===== src/nlcn_pkg.sv =====
`default_nettype none

package nlcn_pkg;

	// Default size of the line buffer in bytes.
	localparam int LINE_CAPACITY_DEF = 128;

	// Characters that the sentence format relies on.
	localparam logic [7:0] CH_NUL  = 8'h00;
	localparam logic [7:0] CH_CR   = 8'h0D;
	localparam logic [7:0] CH_LF   = 8'h0A;
	localparam logic [7:0] CH_STAR = 8'h2A;
	localparam logic [7:0] CH_N    = 8'h4E;
	localparam logic [7:0] CH_P    = 8'h50;

	// Changing "GN" to "GP" alters the checksum by this amount.
	localparam logic [7:0] TALKER_FIX = CH_N ^ CH_P;

	// The star must have at least two characters after it.
	localparam int MIN_TAIL = 3;

	// Star, two hex digits, CR and LF close every stored sentence.
	localparam int TRAILER_LEN = 5;

	// A talker rewrite needs at least this many content bytes.
	localparam int TALKER_MIN_LEN = 6;

	// Result codes.
	localparam logic [2:0] STAT_TAKEN    = 3'd0;
	localparam logic [2:0] STAT_STORED   = 3'd1;
	localparam logic [2:0] STAT_NO_STAR  = 3'd2;
	localparam logic [2:0] STAT_BAD_HEX  = 3'd3;
	localparam logic [2:0] STAT_MISMATCH = 3'd4;
	localparam logic [2:0] STAT_READ     = 3'd5;

	typedef enum logic [2:0] {
		ST_IDLE,
		ST_SCAN,
		ST_CHECK,
		ST_COPY,
		ST_READ,
		ST_FINISH
	} state_t;

	typedef enum logic [1:0] {
		KIND_BYTE,
		KIND_LINE_END,
		KIND_READ
	} item_kind_t;

	// Commands from the controller to the datapath.
	typedef struct packed {
		logic accept;
		logic scan;
		logic check;
		logic copy;
		logic read_load;
		logic out_load;
	} ctl_cmd_t;

	// Status from the datapath to the controller.
	typedef struct packed {
		item_kind_t kind;
		logic       scan_done;
		logic       pass;
		logic       copy_done;
	} dp_stat_t;

	// Expected talker text "GNGGA" at line positions one to five.
	function automatic logic [7:0] talker_char(input logic [2:0] pos);
		logic [7:0] c;
		case (pos)
			3'd1:    c = 8'h47;
			3'd2:    c = 8'h4E;
			3'd3:    c = 8'h47;
			3'd4:    c = 8'h47;
			3'd5:    c = 8'h41;
			default: c = CH_NUL;
		endcase
		return c;
	endfunction

	// Hex digit decode; bit 4 flags a character that is not a hex digit.
	function automatic logic [4:0] hex_val(input logic [7:0] h);
		logic [4:0] r;
		if (h >= 8'h30 && h <= 8'h39) begin
			r = {1'b0, 4'(h - 8'h30)};
		end else if (h >= 8'h41 && h <= 8'h46) begin
			r = {1'b0, 4'(h - 8'h37)};
		end else if (h >= 8'h61 && h <= 8'h66) begin
			r = {1'b0, 4'(h - 8'h57)};
		end else begin
			r = 5'b10000;
		end
		return r;
	endfunction

	// Upper-case hex character for one nibble.
	function automatic logic [7:0] hex_char(input logic [3:0] nib);
		logic [7:0] c;
		if (nib < 4'd10) begin
			c = 8'h30 + {4'h0, nib};
		end else begin
			c = 8'h37 + {4'h0, nib};
		end
		return c;
	endfunction

endpackage

`default_nettype wire


===== src/nlcn_req_if.sv =====
`default_nettype none

interface nlcn_req_if;
	logic       valid;
	logic       ready;
	logic       cmd;
	logic [7:0] rx_byte;
	logic [7:0] read_index;

	modport source (output valid, output cmd, output rx_byte, output read_index, input ready);
	modport sink (input valid, input cmd, input rx_byte, input read_index, output ready);
endinterface

`default_nettype wire


===== src/nlcn_rsp_if.sv =====
`default_nettype none

interface nlcn_rsp_if;
	logic       valid;
	logic       ready;
	logic [2:0] status;
	logic [7:0] stored_length;
	logic [7:0] read_data;
	logic [7:0] line_checksum;
	logic       talker_rewritten;

	modport source (
		output valid, output status, output stored_length, output read_data,
		output line_checksum, output talker_rewritten, input ready
	);
	modport sink (
		input valid, input status, input stored_length, input read_data,
		input line_checksum, input talker_rewritten, output ready
	);
endinterface

`default_nettype wire


===== src/nmea_line_checksum_normalizer.sv =====
`default_nettype none

// Channel  Dir  Beat contents
// -------  ---  ----------------------------------------------------------------
// req      in   cmd, rx_byte, read_index
// rsp      out  status, stored_length, read_data, line_checksum, talker_rewritten
//
// A byte push or CR goes straight to the finish step, and a read passes the read step first.
// A line end is scanned and checked, and when it is stored it is also copied: the line
// buffer read port steps once a cycle, first over the held bytes to check the line, then
// over the text up to the star and the trailer to copy it.
// Reset empties the line and the stored sentence at once.
// A new beat is taken while an earlier result waits on rsp; a stalled rsp holds the block
// in its last step until the result register frees.

module nmea_line_checksum_normalizer #(
	parameter int LINE_CAPACITY = nlcn_pkg::LINE_CAPACITY_DEF
) (
	input wire logic   clk,
	input wire logic   arst_n,
	nlcn_req_if.sink   req,
	nlcn_rsp_if.source rsp
);
	import nlcn_pkg::*;

	ctl_cmd_t ctl;
	dp_stat_t st;

	nlcn_ctrl u_ctrl (
		.clk       (clk),
		.arst_n    (arst_n),
		.in_valid  (req.valid),
		.in_ready  (req.ready),
		.out_valid (rsp.valid),
		.out_ready (rsp.ready),
		.ctl       (ctl),
		.st        (st)
	);

	nlcn_datapath #(
		.LINE_CAPACITY(LINE_CAPACITY)
	) u_datapath (
		.clk                  (clk),
		.arst_n               (arst_n),
		.ctl                  (ctl),
		.st                   (st),
		.req_cmd              (req.cmd),
		.req_rx_byte          (req.rx_byte),
		.req_read_index       (req.read_index),
		.rsp_status           (rsp.status),
		.rsp_stored_length    (rsp.stored_length),
		.rsp_read_data        (rsp.read_data),
		.rsp_line_checksum    (rsp.line_checksum),
		.rsp_talker_rewritten (rsp.talker_rewritten)
	);

	// The block is never ready in the cycle after an accept.
	a_busy_after_accept: assert property (@(posedge clk) disable iff (!arst_n)
		req.valid && req.ready |=> !req.ready)
		else $error("input accepted again in the cycle after an accept");

	// Read data only appears on read results.
	a_rdata_only_read: assert property (@(posedge clk) disable iff (!arst_n)
		rsp.valid && rsp.status != STAT_READ |-> rsp.read_data == 8'h00)
		else $error("read data on a result that is not a read");

	// No checksum is reported where no line was checked.
	a_csum_quiet: assert property (@(posedge clk) disable iff (!arst_n)
		rsp.valid && (rsp.status == STAT_TAKEN || rsp.status == STAT_NO_STAR
		|| rsp.status == STAT_READ) |-> rsp.line_checksum == 8'h00)
		else $error("checksum reported on a result without a checked line");

	// A talker rewrite only happens on a stored line.
	a_rewrite_stored: assert property (@(posedge clk) disable iff (!arst_n)
		rsp.valid && rsp.talker_rewritten |-> rsp.status == STAT_STORED)
		else $error("talker rewrite flagged on a line that was not stored");

endmodule

`default_nettype wire


===== src/nlcn_ram.sv =====
`default_nettype none

module nlcn_ram #(
	parameter int WIDTH = 8,
	parameter int DEPTH = 128
) (
	input  wire logic                     clk,
	input  wire logic                     we,
	input  wire logic [$clog2(DEPTH)-1:0] waddr,
	input  wire logic [WIDTH-1:0]         wdata,
	input  wire logic                     re,
	input  wire logic [$clog2(DEPTH)-1:0] raddr,
	output      logic [WIDTH-1:0]         rdata
);

	logic [WIDTH-1:0] mem_q [DEPTH];

	// One write port, one read port with registered data.
	always_ff @(posedge clk) begin
		if (we) begin
			mem_q[waddr] <= wdata;
		end
		if (re) begin
			rdata <= mem_q[raddr];
		end
	end

endmodule

`default_nettype wire


===== src/nlcn_ctrl.sv =====
`default_nettype none

module nlcn_ctrl (
	input  wire logic               clk,
	input  wire logic               arst_n,
	input  wire logic               in_valid,
	output      logic               in_ready,
	output      logic               out_valid,
	input  wire logic               out_ready,
	output      nlcn_pkg::ctl_cmd_t ctl,
	input  wire nlcn_pkg::dp_stat_t st
);
	import nlcn_pkg::*;

	state_t state_q;
	state_t state_nxt;
	logic   out_valid_q;
	logic   slot_free;

	assign slot_free = !out_valid_q || out_ready;

	// Next state.
	always_comb begin
		state_nxt = state_q;
		case (state_q)
			ST_IDLE: begin
				if (in_valid) begin
					case (st.kind)
						KIND_READ:     state_nxt = ST_READ;
						KIND_LINE_END: state_nxt = ST_SCAN;
						default:       state_nxt = ST_FINISH;
					endcase
				end
			end
			ST_SCAN: begin
				if (st.scan_done) begin
					state_nxt = ST_CHECK;
				end
			end
			ST_CHECK: begin
				state_nxt = st.pass ? ST_COPY : ST_FINISH;
			end
			ST_COPY: begin
				if (st.copy_done) begin
					state_nxt = ST_FINISH;
				end
			end
			ST_READ: begin
				state_nxt = ST_FINISH;
			end
			ST_FINISH: begin
				if (slot_free) begin
					state_nxt = ST_IDLE;
				end
			end
			default: state_nxt = ST_IDLE;
		endcase
	end

	// Commands for the datapath.
	always_comb begin
		ctl      = '0;
		in_ready = 1'b0;
		case (state_q)
			ST_IDLE: begin
				in_ready   = 1'b1;
				ctl.accept = in_valid;
			end
			ST_SCAN:   ctl.scan = 1'b1;
			ST_CHECK:  ctl.check = 1'b1;
			ST_COPY:   ctl.copy = 1'b1;
			ST_READ:   ctl.read_load = 1'b1;
			ST_FINISH: ctl.out_load = slot_free;
			default:   ctl = '0;
		endcase
	end

	// State and output beat flag.
	always_ff @(posedge clk or negedge arst_n) begin
		if (!arst_n) begin
			state_q     <= ST_IDLE;
			out_valid_q <= 1'b0;
		end else begin
			state_q <= state_nxt;
			if (ctl.out_load) begin
				out_valid_q <= 1'b1;
			end else if (out_ready) begin
				out_valid_q <= 1'b0;
			end
		end
	end

	assign out_valid = out_valid_q;

endmodule

`default_nettype wire


===== src/nlcn_datapath.sv =====
`default_nettype none

module nlcn_datapath #(
	parameter int LINE_CAPACITY = nlcn_pkg::LINE_CAPACITY_DEF
) (
	input  wire logic               clk,
	input  wire logic               arst_n,
	input  wire nlcn_pkg::ctl_cmd_t ctl,
	output      nlcn_pkg::dp_stat_t st,
	input  wire logic               req_cmd,
	input  wire logic [7:0]         req_rx_byte,
	input  wire logic [7:0]         req_read_index,
	output      logic [2:0]         rsp_status,
	output      logic [7:0]         rsp_stored_length,
	output      logic [7:0]         rsp_read_data,
	output      logic [7:0]         rsp_line_checksum,
	output      logic               rsp_talker_rewritten
);
	import nlcn_pkg::*;

	localparam int LAW = $clog2(LINE_CAPACITY);
	localparam int SAW = $clog2(LINE_CAPACITY + 1);
	localparam int IW  = $clog2(LINE_CAPACITY + 2);

	// Line buffer fill and the shared scan and copy pointer.
	logic [LAW-1:0] fill_q;
	logic [IW-1:0]  idx_q;
	logic           rv_s1;
	logic [IW-1:0]  ridx_s1;

	// Scan findings.
	logic           zero_q;
	logic           found_q;
	logic [1:0]     after_q;
	logic [IW-1:0]  len_q;
	logic [IW-1:0]  star_q;
	logic [7:0]     acc_q;
	logic [7:0]     sxor_q;
	logic [7:0]     hi_q;
	logic [7:0]     lo_q;
	logic           match_q;

	// Copy settings and stored sentence length.
	logic           rw_q;
	logic [7:0]     cs2_q;
	logic [IW-1:0]  sent_len_q;
	logic           rd_ok_q;

	// Pending result.
	logic [2:0]     res_status_q;
	logic [7:0]     res_rdata_q;
	logic [7:0]     res_csum_q;
	logic           res_rw_q;

	// Output beat payload.
	logic [2:0]     out_status_q;
	logic [7:0]     out_len_q;
	logic [7:0]     out_rdata_q;
	logic [7:0]     out_csum_q;
	logic           out_rw_q;

	item_kind_t     kind;
	logic           line_we;
	logic           line_re;
	logic [7:0]     line_rd;
	logic           sent_we;
	logic           sent_re;
	logic [7:0]     sent_rd;
	logic [7:0]     sent_wdata;
	logic           scan_more;
	logic           scan_issue;
	logic [IW-1:0]  copy_end;
	logic           copy_more;
	logic           copy_issue;
	logic [2:0]     tail;
	logic           tail_ok;
	logic [4:0]     hv;
	logic [4:0]     lv;
	logic           bad_hex;
	logic           sum_ok;
	logic           rewrite;
	logic           rd_in_range;

	// Classify the incoming beat.
	always_comb begin
		if (req_cmd) begin
			kind = KIND_READ;
		end else if (req_rx_byte == CH_LF) begin
			kind = KIND_LINE_END;
		end else begin
			kind = KIND_BYTE;
		end
	end

	assign line_we = ctl.accept && kind == KIND_BYTE && req_rx_byte != CH_CR
		&& IW'(fill_q) < IW'(LINE_CAPACITY - 1);

	// Scan and copy both step the line buffer read port one byte a cycle.
	assign scan_more  = !zero_q && idx_q < IW'(fill_q);
	assign scan_issue = ctl.scan && scan_more;
	assign copy_end   = star_q + IW'(TRAILER_LEN);
	assign copy_more  = idx_q < copy_end;
	assign copy_issue = ctl.copy && copy_more;
	assign line_re    = scan_issue || copy_issue;

	nlcn_ram #(
		.WIDTH(8),
		.DEPTH(LINE_CAPACITY)
	) u_line_ram (
		.clk   (clk),
		.we    (line_we),
		.waddr (fill_q),
		.wdata (req_rx_byte),
		.re    (line_re),
		.raddr (LAW'(idx_q)),
		.rdata (line_rd)
	);

	// Stored sentence byte: copied text, then star, checksum and CR LF.
	assign tail = 3'(ridx_s1 - star_q);

	always_comb begin
		if (ridx_s1 < star_q) begin
			sent_wdata = (rw_q && ridx_s1 == IW'(2)) ? CH_P : line_rd;
		end else begin
			case (tail)
				3'd0:    sent_wdata = CH_STAR;
				3'd1:    sent_wdata = hex_char(cs2_q[7:4]);
				3'd2:    sent_wdata = hex_char(cs2_q[3:0]);
				3'd3:    sent_wdata = CH_CR;
				default: sent_wdata = CH_LF;
			endcase
		end
	end

	assign sent_we     = ctl.copy && rv_s1;
	assign sent_re     = ctl.accept && kind == KIND_READ;
	assign rd_in_range = 10'(req_read_index) < 10'(sent_len_q);

	nlcn_ram #(
		.WIDTH(8),
		.DEPTH(LINE_CAPACITY + 1)
	) u_sent_ram (
		.clk   (clk),
		.we    (sent_we),
		.waddr (SAW'(ridx_s1)),
		.wdata (sent_wdata),
		.re    (sent_re),
		.raddr (SAW'(req_read_index)),
		.rdata (sent_rd)
	);

	// Line verdict from the scan findings.
	assign hv      = hex_val(hi_q);
	assign lv      = hex_val(lo_q);
	assign tail_ok = found_q && after_q == 2'(MIN_TAIL - 1);
	assign bad_hex = hv[4] || lv[4];
	assign sum_ok  = {hv[3:0], lv[3:0]} == sxor_q;
	assign rewrite = match_q && len_q >= IW'(TALKER_MIN_LEN);

	assign st.kind      = kind;
	assign st.scan_done = !scan_more && !rv_s1;
	assign st.pass      = tail_ok && !bad_hex && sum_ok;
	assign st.copy_done = !copy_more && !rv_s1;

	// Control registers: fill level, read pipe flag and stored length.
	always_ff @(posedge clk or negedge arst_n) begin
		if (!arst_n) begin
			fill_q     <= '0;
			rv_s1      <= 1'b0;
			sent_len_q <= '0;
		end else begin
			rv_s1 <= line_re;
			if (line_we) begin
				fill_q <= fill_q + LAW'(1);
			end else if (ctl.check) begin
				fill_q <= '0;
			end
			if (ctl.copy && !copy_more && !rv_s1) begin
				sent_len_q <= copy_end;
			end
		end
	end

	// Scan state, verdict and result registers.
	always_ff @(posedge clk) begin
		ridx_s1 <= idx_q;
		if (line_re) begin
			idx_q <= idx_q + IW'(1);
		end

		if (ctl.accept) begin
			idx_q   <= '0;
			zero_q  <= 1'b0;
			found_q <= 1'b0;
			after_q <= '0;
			len_q   <= '0;
			acc_q   <= '0;
			match_q <= 1'b1;
			rd_ok_q <= rd_in_range;
			if (kind == KIND_READ) begin
				res_status_q <= STAT_READ;
			end else begin
				res_status_q <= STAT_TAKEN;
			end
			res_rdata_q <= '0;
			res_csum_q  <= '0;
			res_rw_q    <= 1'b0;
		end

		// Each line byte as it comes back from the buffer.
		if (ctl.scan && rv_s1 && !zero_q) begin
			if (line_rd == CH_NUL) begin
				zero_q <= 1'b1;
			end else begin
				len_q <= ridx_s1 + IW'(1);
				if (ridx_s1 != '0) begin
					acc_q <= acc_q ^ line_rd;
				end
				if (line_rd == CH_STAR) begin
					star_q  <= ridx_s1;
					found_q <= 1'b1;
					sxor_q  <= acc_q;
					after_q <= '0;
				end else if (found_q && after_q != 2'(MIN_TAIL - 1)) begin
					if (after_q == 2'd0) begin
						hi_q <= line_rd;
					end else begin
						lo_q <= line_rd;
					end
					after_q <= after_q + 2'd1;
				end
				if (ridx_s1 >= IW'(1) && ridx_s1 <= IW'(5)
					&& line_rd != talker_char(3'(ridx_s1))) begin
					match_q <= 1'b0;
				end
			end
		end

		// Line verdict and the checksum of the rewritten sentence.
		if (ctl.check) begin
			idx_q <= '0;
			rw_q  <= rewrite;
			cs2_q <= sxor_q ^ ((rewrite && star_q > IW'(2)) ? TALKER_FIX : 8'h00);
			res_rdata_q <= '0;
			if (!tail_ok) begin
				res_status_q <= STAT_NO_STAR;
				res_csum_q   <= '0;
				res_rw_q     <= 1'b0;
			end else if (bad_hex) begin
				res_status_q <= STAT_BAD_HEX;
				res_csum_q   <= sxor_q;
				res_rw_q     <= 1'b0;
			end else if (!sum_ok) begin
				res_status_q <= STAT_MISMATCH;
				res_csum_q   <= sxor_q;
				res_rw_q     <= 1'b0;
			end else begin
				res_status_q <= STAT_STORED;
				res_csum_q   <= sxor_q;
				res_rw_q     <= rewrite;
			end
		end

		if (ctl.read_load) begin
			res_rdata_q <= rd_ok_q ? sent_rd : 8'h00;
		end

		// Output beat payload.
		if (ctl.out_load) begin
			out_status_q <= res_status_q;
			out_len_q    <= 8'(sent_len_q);
			out_rdata_q  <= res_rdata_q;
			out_csum_q   <= res_csum_q;
			out_rw_q     <= res_rw_q;
		end
	end

	assign rsp_status           = out_status_q;
	assign rsp_stored_length    = out_len_q;
	assign rsp_read_data        = out_rdata_q;
	assign rsp_line_checksum    = out_csum_q;
	assign rsp_talker_rewritten = out_rw_q;

endmodule

`default_nettype wire

===== src/flat_wrapper.sv =====
// flat-port wrapper written by rule: the top's interface ports become plain ports
module nmea_line_checksum_normalizer_flat import nlcn_pkg::*;
#(
	parameter int LINE_CAPACITY = nlcn_pkg::LINE_CAPACITY_DEF
)
  (clk, arst_n, req_valid, req_cmd, req_rx_byte, req_read_index, req_ready, rsp_valid, rsp_status, rsp_stored_length, rsp_read_data, rsp_line_checksum, rsp_talker_rewritten, rsp_ready);
  nlcn_req_if req_i ();
  nlcn_rsp_if rsp_i ();
  input wire logic clk;
  input wire logic arst_n;
  input wire logic [$bits(req_i.valid)-1:0] req_valid;
  input wire logic [$bits(req_i.cmd)-1:0] req_cmd;
  input wire logic [$bits(req_i.rx_byte)-1:0] req_rx_byte;
  input wire logic [$bits(req_i.read_index)-1:0] req_read_index;
  output wire logic [$bits(req_i.ready)-1:0] req_ready;
  output wire logic [$bits(rsp_i.valid)-1:0] rsp_valid;
  output wire logic [$bits(rsp_i.status)-1:0] rsp_status;
  output wire logic [$bits(rsp_i.stored_length)-1:0] rsp_stored_length;
  output wire logic [$bits(rsp_i.read_data)-1:0] rsp_read_data;
  output wire logic [$bits(rsp_i.line_checksum)-1:0] rsp_line_checksum;
  output wire logic [$bits(rsp_i.talker_rewritten)-1:0] rsp_talker_rewritten;
  input wire logic [$bits(rsp_i.ready)-1:0] rsp_ready;
  assign req_i.valid = req_valid;
  assign req_i.cmd = req_cmd;
  assign req_i.rx_byte = req_rx_byte;
  assign req_i.read_index = req_read_index;
  assign req_ready = req_i.ready;
  assign rsp_valid = rsp_i.valid;
  assign rsp_status = rsp_i.status;
  assign rsp_stored_length = rsp_i.stored_length;
  assign rsp_read_data = rsp_i.read_data;
  assign rsp_line_checksum = rsp_i.line_checksum;
  assign rsp_talker_rewritten = rsp_i.talker_rewritten;
  assign rsp_i.ready = rsp_ready;
  nmea_line_checksum_normalizer #(.LINE_CAPACITY(LINE_CAPACITY)) u_core (.clk(clk), .arst_n(arst_n), .req(req_i), .rsp(rsp_i));
endmodule

===== config.mk =====
export PLATFORM = sky130hd
export DESIGN_NAME = nmea_line_checksum_normalizer_flat
export DESIGN_NICKNAME = d
export VERILOG_FILES = /design/src/nlcn_pkg.sv /design/src/nlcn_req_if.sv /design/src/nlcn_rsp_if.sv /design/src/nmea_line_checksum_normalizer.sv /design/src/nlcn_ram.sv /design/src/nlcn_ctrl.sv /design/src/nlcn_datapath.sv /design/src/flat_wrapper.sv
export SDC_FILE = /design/constraint.sdc
export NUM_CORES = 2
export LEC_CHECK = 0
export BUFFER_PORTS_ARGS = -buffer_cell sky130_fd_sc_hd__buf_2
export CORE_MARGIN = 2
export CORE_UTILIZATION = 50
export CTS_CLUSTER_SIZE = 30
export DETAILED_ROUTE_END_ITERATION = 10
export PLACE_DENSITY_LB_ADDON = 0.15
export SYNTH_ARGS = -nofsm -noshare
export SYNTH_HDL_FRONTEND = slang
export SYNTH_HIERARCHICAL = 1
export SYNTH_SLANG_ARGS = --single-unit

===== constraint.sdc =====
create_clock -name clk -period 6.4 [get_ports clk]
set_input_delay 1.28 -clock clk [delete_from_list [all_inputs] [get_ports clk]]
set_output_delay 1.28 -clock clk [all_outputs]
set_load 0.02 [all_outputs]

==> out/qor.csv <==
metric;value;unit
post-synthesis async set-or-reset flop share;0.009017;
Static Leak;0.03041;uW
RSZ-0062 raised after global routing;false;
I/O pin count;51;
most frequent CP cell;clkinv_1;
CP max FO;15;
Worst Hold Path EP;u_core/u_datapath/ridx_s1[3]$_DFF_P_;
DRC;0;
CTS Sinks;2218;
Starting DRT DRC Count;4898;
syn_nets;4382;
fillers;13050;
post-synthesis sequential element count;2218;
Setup CP Type;register to register;
final worst path period share;0.6800;
crit path time final;4.352;ns
CP max-delay cell;nor2_1;
Starting Density;0.5047;
CP startpoint kind;register;
Synth-to-Final Area Change;11.56;%
Synth Instances;4314;
largest net degree at the start of global routing;130;
top_reg_cell synth;edfxtp_1;
remaining antenna violation count;0;
H-Tree Level Count;4;
port buffer count;50;
post-DP HPWL;130900;um
EDFF count, synth;2162;
Placer Congestion;0.8378;
Crit path max-delay family;simple AND/OR/NAND/NOR gates;
die height;423.4;um
die area;179200;um2
Worst-Skew Late Latency;0.85;ns
Syn Area/Cell;20.38;um2
r2r setup slk;2.05;ns
clock root cell;clkbuf_16;
Reg2Reg Capture Point;u_core/u_datapath/u_line_ram/mem_q[10][6]$_DFFE_PP_;
Crit path largest cell delay;0.57;ns
number of gates resized after CTS;0;
Distinct cells, synth;89;
Via Count;42860;
Min-Delay Path Class;register to register;
initial antenna violation count;3;
Final Hold Fails;0;
Synthesis Warnings;6;
Worst-Margin Slew;1.248;ns
post-CTS setup buffer count;0;
Bufs and invs on worst path;3;
cells on worst reg2reg path;10;
setup TNS;0;ns
CTS tree;built;
skew final;0.03187;ns
Final Core Density;0.5631;
DRT Pass-1 Iters;5;
Achievable Freq;229.8;MHz
Arrival @ worst endpoint;4.82;ns
r2r startpoint;u_core/u_ctrl/state_q[0]$_DFFE_PN0P_;
num rows;153;
Total GRT Usage;0.2359;
gr ovfl total;0;
Data required, critical path;6.86;ns
sequential fraction of the synthesis area;0.7523;
synthesized area;87930;um2
crit path cell chain;nand2b_1 -> nor3_2 -> clkinv_1 -> a311o_1 -> a31o_2 -> clkinv_1 -> nor2b_1 -> nand2_1 -> buf_4 -> nor2_1;
number of global-route vias before repair;42900;
Final setup viols;0;
wire length of the first global-routing pass;305500;um
worst hold stages;0;
Die X;423.4;um
Hold Startpoint;u_core/u_datapath/idx_q[3]$_SDFFE_PP0P_;
Hold Buf Count CTS;0;
WL final;210700;um
Area after DPL;91140;um2
Core Area;174200;um2
per-cell routed wire length;30.16;um
CTS Buffer Depth;3;
fin. max-slew vios;0;
cell area after layout;98090;um2
nets;4546;
PwrDens;351.7;nW/um2
vias per cell;6.133;
Slew headroom;0.1650;
Setup crit end kind;register;
total CTS buffers;216;
max cap viols;0;
share of cells above drive strength 1;0.2314;
Clock transition at path regs;0.06;ns
total power draw;34500;uW
Peak VDD IR;0.2919;mV
status;finished clean;
## Yosys cell counts (11+ instances only)
master / count / area, um2
buf_4: 22 / 165.2
xor2_1: 11 / 96.34
and2_1: 30 / 187.7
nor2b_1: 43 / 269.0
a21oi_1: 59 / 295.3
nor3_1: 31 / 155.2
o221ai_1: 30 / 262.8
o31ai_1: 16 / 120.1
xnor2_1: 17 / 148.9
buf_2: 44 / 220.2
a22oi_1: 20 / 150.1
a221oi_1: 12 / 105.1
and3_1: 17 / 106.4
dfrtp_1: 20 / 500.5
buf_6: 24 / 270.3
inv_1: 45 / 168.9
mux4_2: 524 / 11800
edfxtp_1: 2162 / 64920
buf_1: 19 / 71.32
o21ai_0: 44 / 220.2
a31oi_1: 12 / 75.07
a211oi_1: 33 / 247.7
ha_1: 46 / 575.6
clkbuf_1: 108 / 405.4
nand4_1: 17 / 106.4
nand3_1: 63 / 315.3
mux2_2: 38 / 427.9
o22ai_1: 48 / 300.3
nor2_1: 299 / 1122
nand2_1: 112 / 420.4
dfxtp_1: 36 / 720.7
nand2b_1: 13 / 81.33
mux2i_1: 145 / 1451
## area by class of cell
type / instances / area (um2) / share of cell area
clock buffer: 275 / 5669 / 0.05779
clock inverter: 127 / 1277 / 0.01302
tap: 2325 / 2909 / 0.02966
sequential: 2218 / 66160 / 0.6745
antenna: 1 / 2.502 / 0.00002551
inverter: 50 / 187.7 / 0.001913
multi-input combinational: 1820 / 20440 / 0.2084
timing repair buffer: 172 / 1448 / 0.01476
## layer usage
metal,routed length (um),vias up,GRT usage,part of all wire
met3,12800,301,0.03779,0.061
li1,-,18180,-,-
met1,87620,22850,0.3327,0.42
met2,105000,1530,0.3870,0.50
met4,5262,0,0.06079,0.025
met5,0,-,0,0
## cells by family (layout without fill, tap and decap cells)
kind of cell    count (synthesis)  in the layout  synth area share
compound gates                358            358           0.02902
xor+xnor                       28             28          0.002789
fa+ha+maj                      47             47          0.006773
buf+inv                       276            624           0.01678
flops                        2218           2218            0.7523
mux                           714            714            0.1567
other cells                     0              1                 0
simple gates                  673            673           0.03569
## per-stage QoR
step / hold WS [ns] / cells / setup WS (ns)
CTS: 0.3991 / 6987 / 2.055
floorplan: 0.3878 / 4314 / -0.2320
global placement: 0.3800 / 6585 / 1.424
finish: 0.4059 / 6988 / 2.048
global route: 0.4187 / 6987 / 1.766
detailed placement: 0.3841 / 6585 / 1.319
## worst max-delay path by stage
| stage | startpoint | end | cells after the start |
|---|---|---|---|
| final | u_core/u_ctrl/state_q[0]$_DFFE_PN0P_ | u_core/u_datapath/u_line_ram/mem_q[10][6]$_DFFE_PP_ | 10 |
| after floorplan | u_core/u_datapath/star_q[2]$_DFFE_PP_ | u_core/u_datapath/u_sent_ram/mem_q[0][2]$_DFFE_PP_ | 9 |
| after global routing | u_core/u_ctrl/state_q[0]$_DFFE_PN0P_ | u_core/u_datapath/u_line_ram/mem_q[58][1]$_DFFE_PP_ | 10 |
| after detailed placement | req_valid | u_core/u_datapath/u_line_ram/mem_q[10][6]$_DFFE_PP_ | 11 |
| after CTS | u_core/u_ctrl/state_q[0]$_DFFE_PN0P_ | u_core/u_datapath/u_line_ram/mem_q[10][4]$_DFFE_PP_ | 10 |
| after global placement | req_valid | u_core/u_datapath/u_line_ram/mem_q[42][0]$_DFFE_PP_ | 11 |
## report_power, final
| part | switching [uW] | total, uW | internal, uW |
|---|---|---|---|
| combinational | 2970 | 4780 | 1820 |
| sequential | 326 | 17300 | 17000 |
| clock | 5390 | 12400 | 7010 |
## registers in the layout (all words and copies together) (netlist names), 8 cells and up
name and count:
u_core/u_datapath/acc_q 8, u_core/u_datapath/cs2_q 8, u_core/u_datapath/hi_q 8, u_core/u_datapath/idx_q 8
u_core/u_datapath/lo_q 8, u_core/u_datapath/res_csum_q 8, u_core/u_datapath/res_rdata_q 8, u_core/u_datapath/ridx_s1 8
u_core/u_datapath/rsp_line_checksum 8, u_core/u_datapath/rsp_read_data 8, u_core/u_datapath/rsp_stored_length 8, u_core/u_datapath/sent_len_q 8
u_core/u_datapath/star_q 8, u_core/u_datapath/sxor_q 8, u_core/u_datapath/u_line_ram/mem_q 1024, u_core/u_datapath/u_line_ram/rdata 8
u_core/u_datapath/u_sent_ram/mem_q 1032, u_core/u_datapath/u_sent_ram/rdata 8
## cell usage in the layout (no fill, tap or decap), types with 48 or more instances in the layout
cell type  synthesis  layout
edfxtp_1        2162    2162
mux4_2           524     524
nor2_1           299     299
clkbuf_16          0     218
mux2i_1          145     138
buf_4             22     113
nand2_1          112     112
nand3_1           63      63
a21oi_1           59      59
clkbuf_1         108      57
clkinv_1           3      54
o22ai_1           48      48
Note: power is estimated with default switching activity, not from simulation.
